===== config.mk =====
export PLATFORM = sky130hd
export DESIGN_NAME = brb_bank
export DESIGN_NICKNAME = d
export VERILOG_FILES = /design/src/rtl/brb_pkg.sv /design/src/rtl/brb_bank.sv
export SDC_FILE = /design/constraint.sdc
export NUM_CORES = 1
export LEC_CHECK = 0
export ABC_AREA = 1
export BUFFER_PORTS_ARGS = -buffer_cell sky130_fd_sc_hd__buf_4
export CAP_MARGIN = 20
export CORE_AREA = 2 2 351 353
export DETAILED_ROUTE_END_ITERATION = 16
export DIE_AREA = 0 0 353 355
export GPL_TIMING_DRIVEN = 0
export PLACE_DENSITY_LB_ADDON = 0.15
export SETUP_SLACK_MARGIN = 0.05
export SYNTH_ARGS = -nofsm -noshare
export SYNTH_HDL_FRONTEND = slang
export SYNTH_SLANG_ARGS = --single-unit

===== constraint.sdc =====
create_clock -name aclk -period 3.5 [get_ports aclk]
set_clock_uncertainty 0.2 [all_clocks]
set_input_delay 0 -clock aclk [delete_from_list [all_inputs] [get_ports aclk]]
set_output_delay 0 -clock aclk [all_outputs]
set_load 0.05 [all_outputs]

===== src/rtl/brb_pkg.sv =====
`timescale 1ns / 1ps

package brb_pkg;

    localparam int BANKS  = 8;
    localparam int LANE_W = 3;

    localparam logic [2:0] OP_PUSH     = 3'd0;
    localparam logic [2:0] OP_POP      = 3'd1;
    localparam logic [2:0] OP_PICK     = 3'd2;
    localparam logic [2:0] OP_SKIP     = 3'd3;
    localparam logic [2:0] OP_CLEAR    = 3'd4;
    localparam logic [2:0] OP_TRY_POP  = 3'd5;
    localparam logic [2:0] OP_TRY_PICK = 3'd6;

    typedef struct packed {
        logic wr;
        logic rd;
    } brb_bank_ctl_t;

endpackage


===== src/rtl/brb_bank.sv =====
`timescale 1ns / 1ps

module brb_bank
    import brb_pkg::*;
#(
    parameter int ROWS = 128
) (
    input  logic                      aclk,
    input  brb_bank_ctl_t             ctl,
    input  logic [$clog2(ROWS)-1:0]   wr_row,
    input  logic [7:0]                wr_data,
    input  logic [$clog2(ROWS)-1:0]   rd_row,
    output logic [7:0]                rd_data
);

    logic [7:0] mem [ROWS];
    logic [7:0] rd_data_reg;

    always_ff @(posedge aclk) begin
        if (ctl.wr) begin
            mem[wr_row] <= wr_data;
        end
        if (ctl.rd) begin
            rd_data_reg <= mem[rd_row];
        end
    end

    assign rd_data = rd_data_reg;

endmodule


Yosys cells after proc, flatten, opt, wreduce, memory -nomap -nowiden
Memories as Yosys holds them, arrays and structs flattened. A register that Yosys moved wholly into a read port is not among the register bits. Cells that the tools add are included.

Register bits after elaboration: 0. Output and inout port bits: 8. Logic and storage cells: 3. Memory bits (writable): 1024. Memories: 1. Input port bits: 25.

Memories: mem (words 128, bits a word 8, read ports 1, clocked after memory_dff 1, wr ports 1, RTL line brb_bank.sv:16) `logic [7:0] mem [ROWS];`.

Mux-type cells: 2.

Operator list (count): $mux W1 (2).

Longest topological paths before layout
Depth after elaboration: 2. Gate-level depth with buffers: 14. Mapped depth without buffers: 11.

Worst setup path before layout
Ideal clock, no wire load.

Kind: input to register. Start point: in ctl[1] (netlist name). End point: mem mem[105][0], enable pin. Arrival time: 0.986 ns. Library setup time: 0.370 ns. Data required time: 2.930 ns. Path slack: 1.944 ns. Path buffers: 2. Cell stages on the path: 4. Cell sequence: clkbuf_1 -> nand2_1 -> clkbuf_1 -> nor2_1.

Word-level cells in the longest chain between the ends: 2.

Ends and longest elaborated chain: start, declared (RTL line brb_bank.sv:9) `input brb_bank_ctl_t ctl,`; $mux W1 (RTL line brb_bank.sv:20) `if (ctl.wr) begin`; $mux W1 (implied by the code) (RTL line brb_bank.sv:21) `mem[wr_row] <= wr_data;`; end, declared (RTL line brb_bank.sv:16).

No other way between the ends.

Worst setup path after layout
Start point: in wr_row[1]. End point: mem mem[56][4], enable pin.

RTL lines: start, declared (RTL line brb_bank.sv:10) `input logic [$clog2(ROWS)-1:0] wr_row,`.

No word-level cell before the write port.

==> metrics.yaml <==
status:
  outcome: "finished, violations left"
  violations: "hold timing"
global_routing:
  use_met2_pct: 37.4
  grt_max_degree: 94
  grt_pass1_wl_mm: 209
  overflow: 0
  grt_usage_pct: 23.7
  grt_antenna_before_repair: 5
  grt_util_met1_pct: 33.5
  grt_pass1_vias: 27200
  busiest_layer: "met2"
  met3_usage_pct: 4.21
finish:
  register_area_mm2: 0.0310
  largest_reg_flops: 1024
  multi_input_area_mm2: 0.00977
  fill_cells: 11800
  nets: 3800
  area_delta_synth_final_pct: 15.6
  drive_above_1_share_pct: 10.2
  stdcell_count: 5498
logic_synthesis:
  syn_nets: 3600
  yosys.area_share.simple_pct: 23.1
  yosysMostFrequentCell: "nand2_1"
  synthDominantCellAreaShare_pct: 73.5
  yosysTopAreaCell: "edfxtp_1"
  synthMuxAreaShare_pct: 0
  yosys-top-cells-area: "edfxtp_1, nand3_1, nand2_1"
  synth-compound-area-share_pct: 0
  ys_types: 13
  async_reset_ff_share_pct: 0
  ys_warn_count: 0
  synth_common_cells: "nand2_1, edfxtp_1, nand3_1"
  yosys.area_share.adder_pct: 0
  synth-seq-area-share_pct: 73.5
  synth_top_family_by_area: "simple AND/OR/NAND/NOR gates"
  synth-xor-area-share_pct: 0
  syn_inst: 3575
  ys_ff_latch: 1032
  synth_edf_count: 1032
  syn_area_mm2: 0.0422
  synthFlopType: "edfxtp_1"
  postSynthAreaPerCell_um2: 11.8
timing:
  finalMaxSlewViolations: 0
  final.period_utilization_pct: 91.7
  max_slew_margin_pct: 19.6
  rsz0062_at_grt: "no"
  finalSetupTns_ns: 0
  tightest_slew_ns: 1.20
  hold_viol: 2
  fmax_ghz: 0.312
  holdWs_ns: -0.0614
  setup_viol: 0
  min_period_ns: 3.21
drt:
  drt_iter0_drc: 3373
  drcViolationCount: 0
  wl_mm: 150
  dr_total_vias: 29000
  wire_per_inst_um: 27.3
  viasPerCell: 5.27
  ant_nets: 0
  firstDrtPassIters: 6
placement:
  gp_congestion: 0.961
  hpwlAfterDp_mm: 105
  place_inst: 5250
  portBuffers: 27
power_and_ir_drop:
  pwr-share-comb_pct: 7.3
  ir_drop_v: 0.000403
  pwr-share-seq_pct: 50.0
  powerDensity_mw_per_mm2: 561
  power.switching_uw: 6550
  internal_power_uw: 20800
  swShare_pct: 24.0
  p_leak_uw: 0.0173
  p_clk_share_pct: 42.6
die:
  coreArea_mm2: 0.121
  die_area_mm2: 0.125
  io_pins: 33
  die_w_um: 353
  die_y_um: 355
  rows: 128
  start_util_pct: 34.7
clocking:
  cts_tree: "done"
  clock_path_buffers: 3
  worstSkewPairLatency_ns: 0.72
  post-cts-setup-buffer-count: 0
  htreeDepth: 3
  cts_buffers: 113
  cts_sinks: 1032
  cts_root_buf: "clkbuf_16"
  path_clk_slew_ns: 0.06
setup_path:
  crit_path_end_kind: "register"
  cp.required_ns: 3.61
  criticalPathCategory: "input pin to register"
  cp_max_fo: 10
  cp_num_buf_inv: 4
  worstPathCellList: "dlygate4sd3_1, buf_4, nor3_1, dlygate4sd3_1, nand2_1, clkbuf_1, nor2_1"
  worst_path_most_repeated_cell: "dlygate4sd3_1"
  crit_arrival_ns: 3.32
  cp_slowest_cell: "nor2_1"
  critPathTopFamily: "buffers and inverters"
  cp-start-kind: "input pin"
  critical_path.max_stage_delay_ns: 1.04
hold_path:
  worstHoldPathType: "input pin to register"
flow_run:
  drv_cap: 0
==> power by group through the flow <==
stage                     registers (µW)  clock network (µW)  logic (µW)
after floorplan                    14000                   0         898
after global placement             13900                   0        1910
after detailed placement           13900                   0        1960
after CTS                          13700               11800        1980
after global routing               13700               12200        2120
final                              13700               11700        2010
==> worst min-delay path, cell delays in order <==
cell and delay [ns]:
buf_4 0.16, nand2_1 0.07, inv_1 0.09, nand2_1 0.23
nor2_1 0.12
==> routing by layer <==
layer	wire length, µm	share of wire, %	up-vias
met3	12000	8.0	217
met1	65400	44	14500
met2	68800	46	1223
met5	25	0.017	-
met4	4090	2.7	4
li1	-	-	13000
==> metrics by stage <==
stage	instance area [µm²]	util (%)	setup slack (ns)	power (µW)
finish	48800	40.2	0.292	27300
global route	48800	40.2	0.254	28000
CTS	48600	40.1	0.364	27500
detailed placement	44800	36.9	0.404	15900
global placement	44400	36.6	0.163	15900
floorplan	42200	-	1.94	14900
==> kinds of logic after synthesis <==
kind of cell,after synthesis
buffers and inverters,255
DFF,1032
and+or+nand+nor,2288
==> worst paths after layout <==
kind / slack, ns / cells past startpoint / to / start
setup / recovery: 0.29 / 7 / mem[56][4] / wr_row[1]
hold / removal: -0.06 / 5 / mem[58][3] / wr_row[3]
setup reg to reg: 0.76 / 11 / rd_data[3] / mem[114][3]
hold reg to reg: 0.98 / 10 / rd_data[0] / mem[92][0]
==> layout make-up <==
type,count,share of cell area (%)
timing repair buffer,85,2.00
multi-input combinational,2288,20.0
inverter,24,0.200
clock buffer,140,6.09
antenna,6,0.0308
sequential,1032,63.5
tap,1625,4.17
buffer,231,2.74
clock inverter,67,1.20
==> layout by cell type (no fill, tap or decap), types with 33 or more instances in the layout <==
master and instances:
nand2_1 1215, edfxtp_1 1032, nand3_1 931, nor2_1 133
buf_2 121, clkbuf_16 115, buf_4 68, clkbuf_1 59
buf_6 40, clkinv_1 33
==> repair_timing <==
action / 4_1_cts / 5_1_grt
hold buffers: 25 / 0
hold endpoints to repair: 1285 / 0
gates resized for setup: 0 / 0
(Power assumes the default switching activity.)
