## config.mk

```make
export PLATFORM = sky130hd
export DESIGN_NAME = brb_merge
export DESIGN_NICKNAME = d
export VERILOG_FILES = /design/src/rtl/brb_pkg.sv /design/src/rtl/brb_merge.sv
export SDC_FILE = /design/constraint.sdc
export NUM_CORES = 1
export LEC_CHECK = 0
export ABC_AREA = 1
export BUFFER_PORTS_ARGS = -buffer_cell sky130_fd_sc_hd__buf_2
export CORE_UTILIZATION = 52
export DETAILED_ROUTE_END_ITERATION = 8
export GPL_TIMING_DRIVEN = 0
export PLACE_DENSITY = 0.95
export REMOVE_ABC_BUFFERS = 1
export SYNTH_ARGS = -nofsm -noshare
export SYNTH_HDL_FRONTEND = slang
export SYNTH_SLANG_ARGS = --single-unit
```

## constraint.sdc

```tcl
create_clock -name vclk -period 4.5
set_input_delay 0.9 -clock vclk [all_inputs]
set_output_delay 0.9 -clock vclk [all_outputs]
set_load 0.02 [all_outputs]
```

## src/rtl/brb_pkg.sv

```systemverilog
`timescale 1ns / 1ps

package brb_pkg;

    localparam int BANKS  = 8;
    localparam int LANE_W = 3;

    localparam logic [2:0] OP_PUSH     = 3'd0;
    localparam logic [2:0] OP_POP      = 3'd1;
    localparam logic [2:0] OP_PICK     = 3'd2;
    localparam logic [2:0] OP_SKIP     = 3'd3;
    localparam logic [2:0] OP_CLEAR    = 3'd4;
    localparam logic [2:0] OP_TRY_POP  = 3'd5;
    localparam logic [2:0] OP_TRY_PICK = 3'd6;

    typedef struct packed {
        logic wr;
        logic rd;
    } brb_bank_ctl_t;

endpackage

```

## src/rtl/brb_merge.sv

```systemverilog
`timescale 1ns / 1ps

module brb_merge
    import brb_pkg::*;
(
    input  logic [8*BANKS-1:0] bank_q,
    input  logic [LANE_W-1:0]  offset,
    input  logic [3:0]         count,
    output logic [8*BANKS-1:0] data_out
);

    // rotate banks so the oldest byte lands in lane 0, zero lanes past count
    always_comb begin
        logic [LANE_W-1:0] sel;
        data_out = '0;
        sel      = '0;
        for (int i = 0; i < BANKS; i++) begin
            sel = LANE_W'(offset + LANE_W'(i));
            if (4'(i) < count) begin
                data_out[8*i +: 8] = bank_q[8*sel +: 8];
            end
        end
    end

endmodule

```

# Word-level counts from Yosys, hierarchy flattened

Index checks and enable logic that the tools add are counted.

Output and inout bits: 64
Register bits: 0
Input port bits: 71
Logic and storage cells: 31

$lt $le $gt $ge: 8
Mux-type cells: 8
Shift-type cells: 8
Add/subtract/negate cells: 7

Operators by type and width:

| operator            | count |
|---|---|
| $shiftx 64x7->8     | 8 |
| $mux 8              | 8 |
| $lt 3x4->1 const A  | 4 |
| $add 3x3->3 const B | 4 |
| $lt 1x4->1 const A  | 2 |
| $lt 2x4->1 const A  | 2 |
| $add 3x2->3 const B | 2 |
| $add 3x1->3 const B | 1 |

# Depth between registers and ports, before layout

Gate-level depths: netlist of run 1.

Word-level depth: 3
Mapped depth: 12
Depth with buffers taken out: 8

# Least setup slack after synthesis of run 1

Ideal clock, no wire load.

Path kind: input -> output
From: input port offset[0]
To: output port data_out[30]
Setup slack: 0.888 ns
Buffers on the path: 4
Data arrival time: 2.712 ns
Required time: 3.600 ns
Stages on the path: 11
Cell sequence: inv_1 -> buf_2 -> buf_1 -> ha_1 -> clkbuf_1 -> inv_1 -> clkbuf_1 -> nand3_1 -> nand2_1 -> nor2_1 -> nor2_1

Longest elaborated chain between the ends: 3

RTL lines:

| item            | line            | text |
|---|---|---|
| start, declared | brb_merge.sv:7  | `input logic [LANE_W-1:0] offset,` |
| $add 3x2->3     | brb_merge.sv:18 | `sel = LANE_W'(offset + LANE_W'(i));` |
| $shiftx 64x7->8 | brb_merge.sv:20 | `data_out[8*i +: 8] = bank_q[8*sel +: 8];` |
| $mux 8          | brb_merge.sv:19 | `if (4'(i) < count) begin` |
| end, declared   | brb_merge.sv:9  | `output logic [8*BANKS-1:0] data_out` |

Every way passes these cells.

# Worst setup path in the final report of run 1

From: input port offset[0]
To: output port data_out[57]

Longest elaborated chain between the ends: 3

RTL lines:

| item            | line |
|---|---|
| $add 3x3->3     | brb_merge.sv:18 |
| $shiftx 64x7->8 | brb_merge.sv:20 |
| $mux 8          | brb_merge.sv:19 |

Every way passes these cells.

==> impl_metrics.env, run 1 <==
export IMPL_die_area_mm2=0.00577
export IMPL_die_y_um=76.0
export IMPL_grt_pass1_wl_mm=17.9
export IMPL_grt_max_degree=67
export IMPL_cp_num_buf_inv=6
export IMPL_die_x_um=76.0
export IMPL_place_area_mm2=0.00344
export IMPL_path_delay_family="buffers and inverters"
export IMPL_pre_cts_ws_ns=-1.52
export IMPL_synthTopCellsByArea="nand2_1 53%, nor2_1 17%, nand3_1 15%"
export IMPL_setup_ws_ns=0.229
export IMPL_worstPathRequired_ns=3.60
export IMPL_dp_hpwl_mm=7.33
export IMPL_layout_drive_gt1_share_pct=19.3
export IMPL_core_mm2=0.00520
export IMPL_period_share_pct=94.9
export IMPL_fin_util_pct=68.4
export IMPL_overflow=0
export IMPL_seqCellArea_um2=0
export IMPL_ys_warn_count=0
export IMPL_drt_total_wl_mm=11.0
export IMPL_ys_types=14
export IMPL_slowest_stage="xnor2_4"
export IMPL_clockBufferCount=0
export IMPL_status="completed"
export IMPL_yosys_area_top_type_share_pct=53.3
export IMPL_seq_cell_count=0
export IMPL_netlist_area_mm2=0.00285
export IMPL_power_total_mw=0.631
export IMPL_fin_crit_ns=4.27
export IMPL_port_buffers=135
export IMPL_fmax_mhz=234
export IMPL_cp_common_cell="nand2_1"
export IMPL_path_class="input pin to output port"
export IMPL_path_cells="buf_6, inv_2, buf_12, ha_4, xnor2_4, clkinvlp_4, buf_4, nand2_1, nand2_1, nor2_1, buf_2"
export IMPL_critPathArrivalTime_ns=3.37
export IMPL_wl_per_cell_um=12.6
export IMPL_rows=26
export IMPL_slew_violations=0
export IMPL_initial_core_util_pct=54.7
export IMPL_antenna_found_initial=0
export IMPL_p_per_area_mw_per_mm2=177
export IMPL_via_per_inst=5.38
export IMPL_hold_path_class="input pin to output port"
export IMPL_syn_to_final_growth_pct=25.0
export IMPL_hold_viol_final=0
export IMPL_vdd_drop_max_v=0.000104
export IMPL_syn_area_per_cell_um2=4.10
export IMPL_design_area_mm2=0.00356
export IMPL_yosysMostFrequentCell="nand2_1"
export IMPL_place_congestion=0.891
export IMPL_fin_nets=877
export IMPL_start_kind="input pin"
export IMPL_cpPeakStageDelay_ns=0.45
export IMPL_synth_cells=695
export IMPL_io_pins=135
export IMPL_grt_pass1_vias=4121
export IMPL_setup_viol=0
export IMPL_antenna_cells=0
export IMPL_ant_nets=0
export IMPL_drc=0
export IMPL_drtIter0Drc=375
export IMPL_maxSlewHeadroom_pct=42.7
export IMPL_worst_slew_pin_slew_ns=0.853
export IMPL_crit_path_end_kind="output port"
export IMPL_drt_pass1_iterations=5
export IMPL_grt_setup_unrepaired="false"
export IMPL_vias=4695
export IMPL_synth_common_cells="404 x nand2_1, 129 x nor2_1, 87 x nand3_1, 25 x inv_1, 18 x buf_2"
export IMPL_holdWs_ns=2.25
export IMPL_yosysTopAreaCell="nand2_1"
export IMPL_p_leak_nw=2.45
export IMPL_drv_cap=0
export IMPL_ys_seq_area_share_pct=0
export IMPL_gr_usage_all_layers_pct=36.9
export IMPL_cp_max_fo=66
per-layer routing:
metal / global-route usage (%) / wire length [um] / vias up
met5: 0 / 0 / -
met4: 18.1 / 425 / 0
li1: - / - / 2344
met3: 3.47 / 1440 / 50
met2: 61.1 / 4920 / 357
met1: 47.7 / 4240 / 1944
path summary, 6_finish.rpt:
kind,slack [ns],cells past startpoint,startpoint,endpoint
max,0.23,11,offset[0],data_out[57]
min,2.25,4,count[3],data_out[56]
final cells by class:
cell class | count | area (um2)
Timing Repair inverter | 2 | 12.5
Fill cell | 526 | 1650
Multi-Input combinational cell | 630 | 2580
Tap cell | 70 | 87.6
Inverter | 27 | 113
Timing Repair Buffer | 143 | 764
repair_timing:
item | in CTS | in global routing
pin swaps | 0 | 1
resized for setup | 9 | 1
hold buffers | 0 | 0
setup buffers | 3 | 4
endpoints found under the setup margin | 32 | 32
gates cloned | 2 | 0
power by group:
part           leakage, nW  total (mW)  internal [mW]  switching [mW]
Combinational         2.45       0.631          0.205           0.426
Sequential               0           0              0               0
Clock                    0           0              0               0
Total                 2.45       0.631          0.205           0.426
stage by stage:
step | setup TNS [ns] | cells
after detailed placement | -46.73 | 863
after global placement | -72.62 | 862
final | 0 | 872
after floorplan | -3.93 | 657
after global routing | 0 | 872
after CTS | 0 | 868
cell families after synthesis:
kind of cell	count (synthesis)	share of synthesized area, %
and+or+nand+nor	620	85.6
adders and majority gates	2	0.879
AOI/OAI and AO/OA	5	0.879
xor gates and xnor gates	3	2.51
buffers and inverters	65	10.2
placed cells by master (no fill, tap or decap):
| cell | netlist | layout |
|---|---|---|
| nand2_1 | 404 | 404 |
| buf_2 | 18 | 133 |
| nor2_1 | 129 | 129 |
| nand3_1 | 87 | 87 |
| inv_1 | 25 | 21 |
| buf_4 | 0 | 7 |
| clkinvlp_4 | 0 | 4 |
| inv_2 | 2 | 3 |
| a21oi_1 | 3 | 3 |
| xor2_4 | 2 | 2 |
| o21ai_1 | 2 | 2 |
| xnor2_4 | 0 | 1 |
| ha_4 | 0 | 1 |
| ha_1 | 2 | 1 |
| clkinvlp_2 | 0 | 1 |
| buf_6 | 3 | 1 |
| buf_12 | 0 | 1 |
| buf_8 | 0 | 1 |
No activity file was read; power rests on OpenSTA's default activity.
==> inputs of run 2 (changes only) <==
Settings changed: CORE_UTILIZATION 52 to 54.
==> impl_metrics.env, run 2 (synthesis gave the netlist of run 1 again) <==
export IMPL_hold_path_class="input pin to output port"
export IMPL_die_x_um=74.6
export IMPL_drv_cap=0
export IMPL_drt_pass1_iterations=6
export IMPL_fin_crit_ns=4.33
export IMPL_stdcell_count=866
export IMPL_cpPeakStageDelay_ns=0.57
export IMPL_seq_cell_count=0
export IMPL_io_pins=135
export IMPL_dp_hpwl_mm=6.80
export IMPL_setup_viol=0
export IMPL_dp_cells=862
export IMPL_cp_num_buf_inv=4
export IMPL_slew_violations=0
export IMPL_cp_common_cell="nand2_1"
export IMPL_grt_max_degree=67
export IMPL_wl_per_cell_um=12.0
export IMPL_core_mm2=0.00511
export IMPL_cp_num_cells=10
export IMPL_design_area_mm2=0.00350
export IMPL_drc=0
export IMPL_hold_start="count[3]"
export IMPL_die_area_mm2=0.00557
export IMPL_final_cell_mix="404 x nand2_1, 133 x buf_2, 129 x nor2_1"
export IMPL_slowest_stage="ha_4"
export IMPL_start_kind="input pin"
export IMPL_drtIter0Drc=447
export IMPL_crit_path_end_kind="output port"
export IMPL_overflow=0
export IMPL_vias=4672
export IMPL_status="completed"
export IMPL_seqCellArea_um2=0
export IMPL_p_leak_nw=2.42
export IMPL_clockBufferCount=0
export IMPL_holdWs_ns=2.27
export IMPL_p_per_area_mw_per_mm2=176
export IMPL_grt_pass1_vias=3447
export IMPL_fin_nets=871
export IMPL_period_share_pct=96.3
export IMPL_initial_core_util_pct=55.7
export IMPL_place_area_mm2=0.00342
export IMPL_place_congestion=0.918
export IMPL_wl_met3_mm=1.43
export IMPL_wirelength_met1_mm=4.02
export IMPL_worstPathRequired_ns=3.60
export IMPL_final_common_cell="nand2_1"
export IMPL_hold_depth=4
export IMPL_path_cells="buf_6, inv_4, ha_4, clkinvlp_4, nand3_1, nand2_1, nand2_1, nand2_1, nor2_1, buf_2"
export IMPL_routed_top_layer="met4"
export IMPL_gr_usage_all_layers_pct=34.7
export IMPL_maxSlewHeadroom_pct=37.4
export IMPL_path_delay_family="buffers and inverters"
export IMPL_fillers=522
export IMPL_critPathCapture="data_out[47]"
export IMPL_vdd_drop_max_v=0.000108
export IMPL_port_buffers=135
export IMPL_grt_pass1_wl_mm=15.2
export IMPL_hold_viol_final=0
export IMPL_met2_length_mm=4.71
export IMPL_cp_startpoint="offset[0]"
export IMPL_cp_max_fo=66
export IMPL_antenna_cells=0
export IMPL_ctsHoldBuffers=0
export IMPL_rows=26
export IMPL_path_class="input pin to output port"
export IMPL_antenna_found_initial=0
export IMPL_layout_drive_gt1_share_pct=18.6
export IMPL_ant_nets=0
export IMPL_die_y_um=74.6
export IMPL_drt_total_wl_mm=10.4
export IMPL_worst_slew_pin_slew_ns=0.932
export IMPL_via_per_inst=5.39
export IMPL_grt_setup_unrepaired="false"
export IMPL_critPathArrivalTime_ns=3.43
export IMPL_fmax_mhz=231
export IMPL_syn_to_final_growth_pct=22.9
[run 2: worst min-delay path by stage]
stage	endpoint
6_report	data_out[58]
2_1_floorplan	data_out[56]
3_3_place_gp	data_out[57]
3_5_place_dp	data_out[58]
5_1_grt	data_out[58]
4_1_cts	data_out[58]
[run 2: stage by stage]
step / total power [mW] / utilization, % / setup slack, ns / TNS, ns
global route: 0.676 / 68.5 / 0.0397 / 0
global placement: 0.579 / 67.0 / -2.16 / -70.72
floorplan: 0.395 / - / -0.124 / -3.93
finish: 0.616 / 68.5 / 0.166 / 0
CTS: 0.598 / 68.2 / 0.0178 / 0
detailed placement: 0.586 / 67.0 / -1.63 / -50.83
[run 2: power breakdown]
| part | switching (mW) | total [mW] | leakage [nW] | internal [mW] |
|---|---|---|---|---|
| clock | 0 | 0 | 0 | 0 |
| combinational | 0.419 | 0.616 | 2.42 | 0.197 |
| sequential | 0 | 0 | 0 | 0 |
| total | 0.419 | 0.616 | 2.42 | 0.197 |
[run 2: layer usage]
| metal | up-vias | global-route usage [%] |
|---|---|---|
| li1 | 2332 | - |
| met1 | 1956 | 46.8 |
| met2 | 350 | 59.7 |
| met3 | 34 | 2.03 |
| met4 | 0 | 9.43 |
| met5 | - | 0 |
[run 2: worst min-delay path, cell delays in order]
cell	delay, ns
buf_2	0.19
nand2_1	0.09
nor2_1	0.04
buf_2	0.15
[run 2: layout make-up]
| type | instances | area, um2 | area share (%) |
|---|---|---|---|
| timing repair buffer | 137 | 707 | 20.2 |
| inverter | 27 | 111 | 3.18 |
| multi-input combinational | 630 | 2580 | 73.8 |
| tap | 70 | 87.6 | 2.50 |
| timing repair inverter | 2 | 12.5 | 0.358 |
[run 2: what timing repair did]
action / CTS / global route
gates resized for setup: 9 / 1
cloned: 2 / 0
buffers inserted: 1 / 1
pin swaps: 1 / 1
setup endpoints to repair: 32 / 32
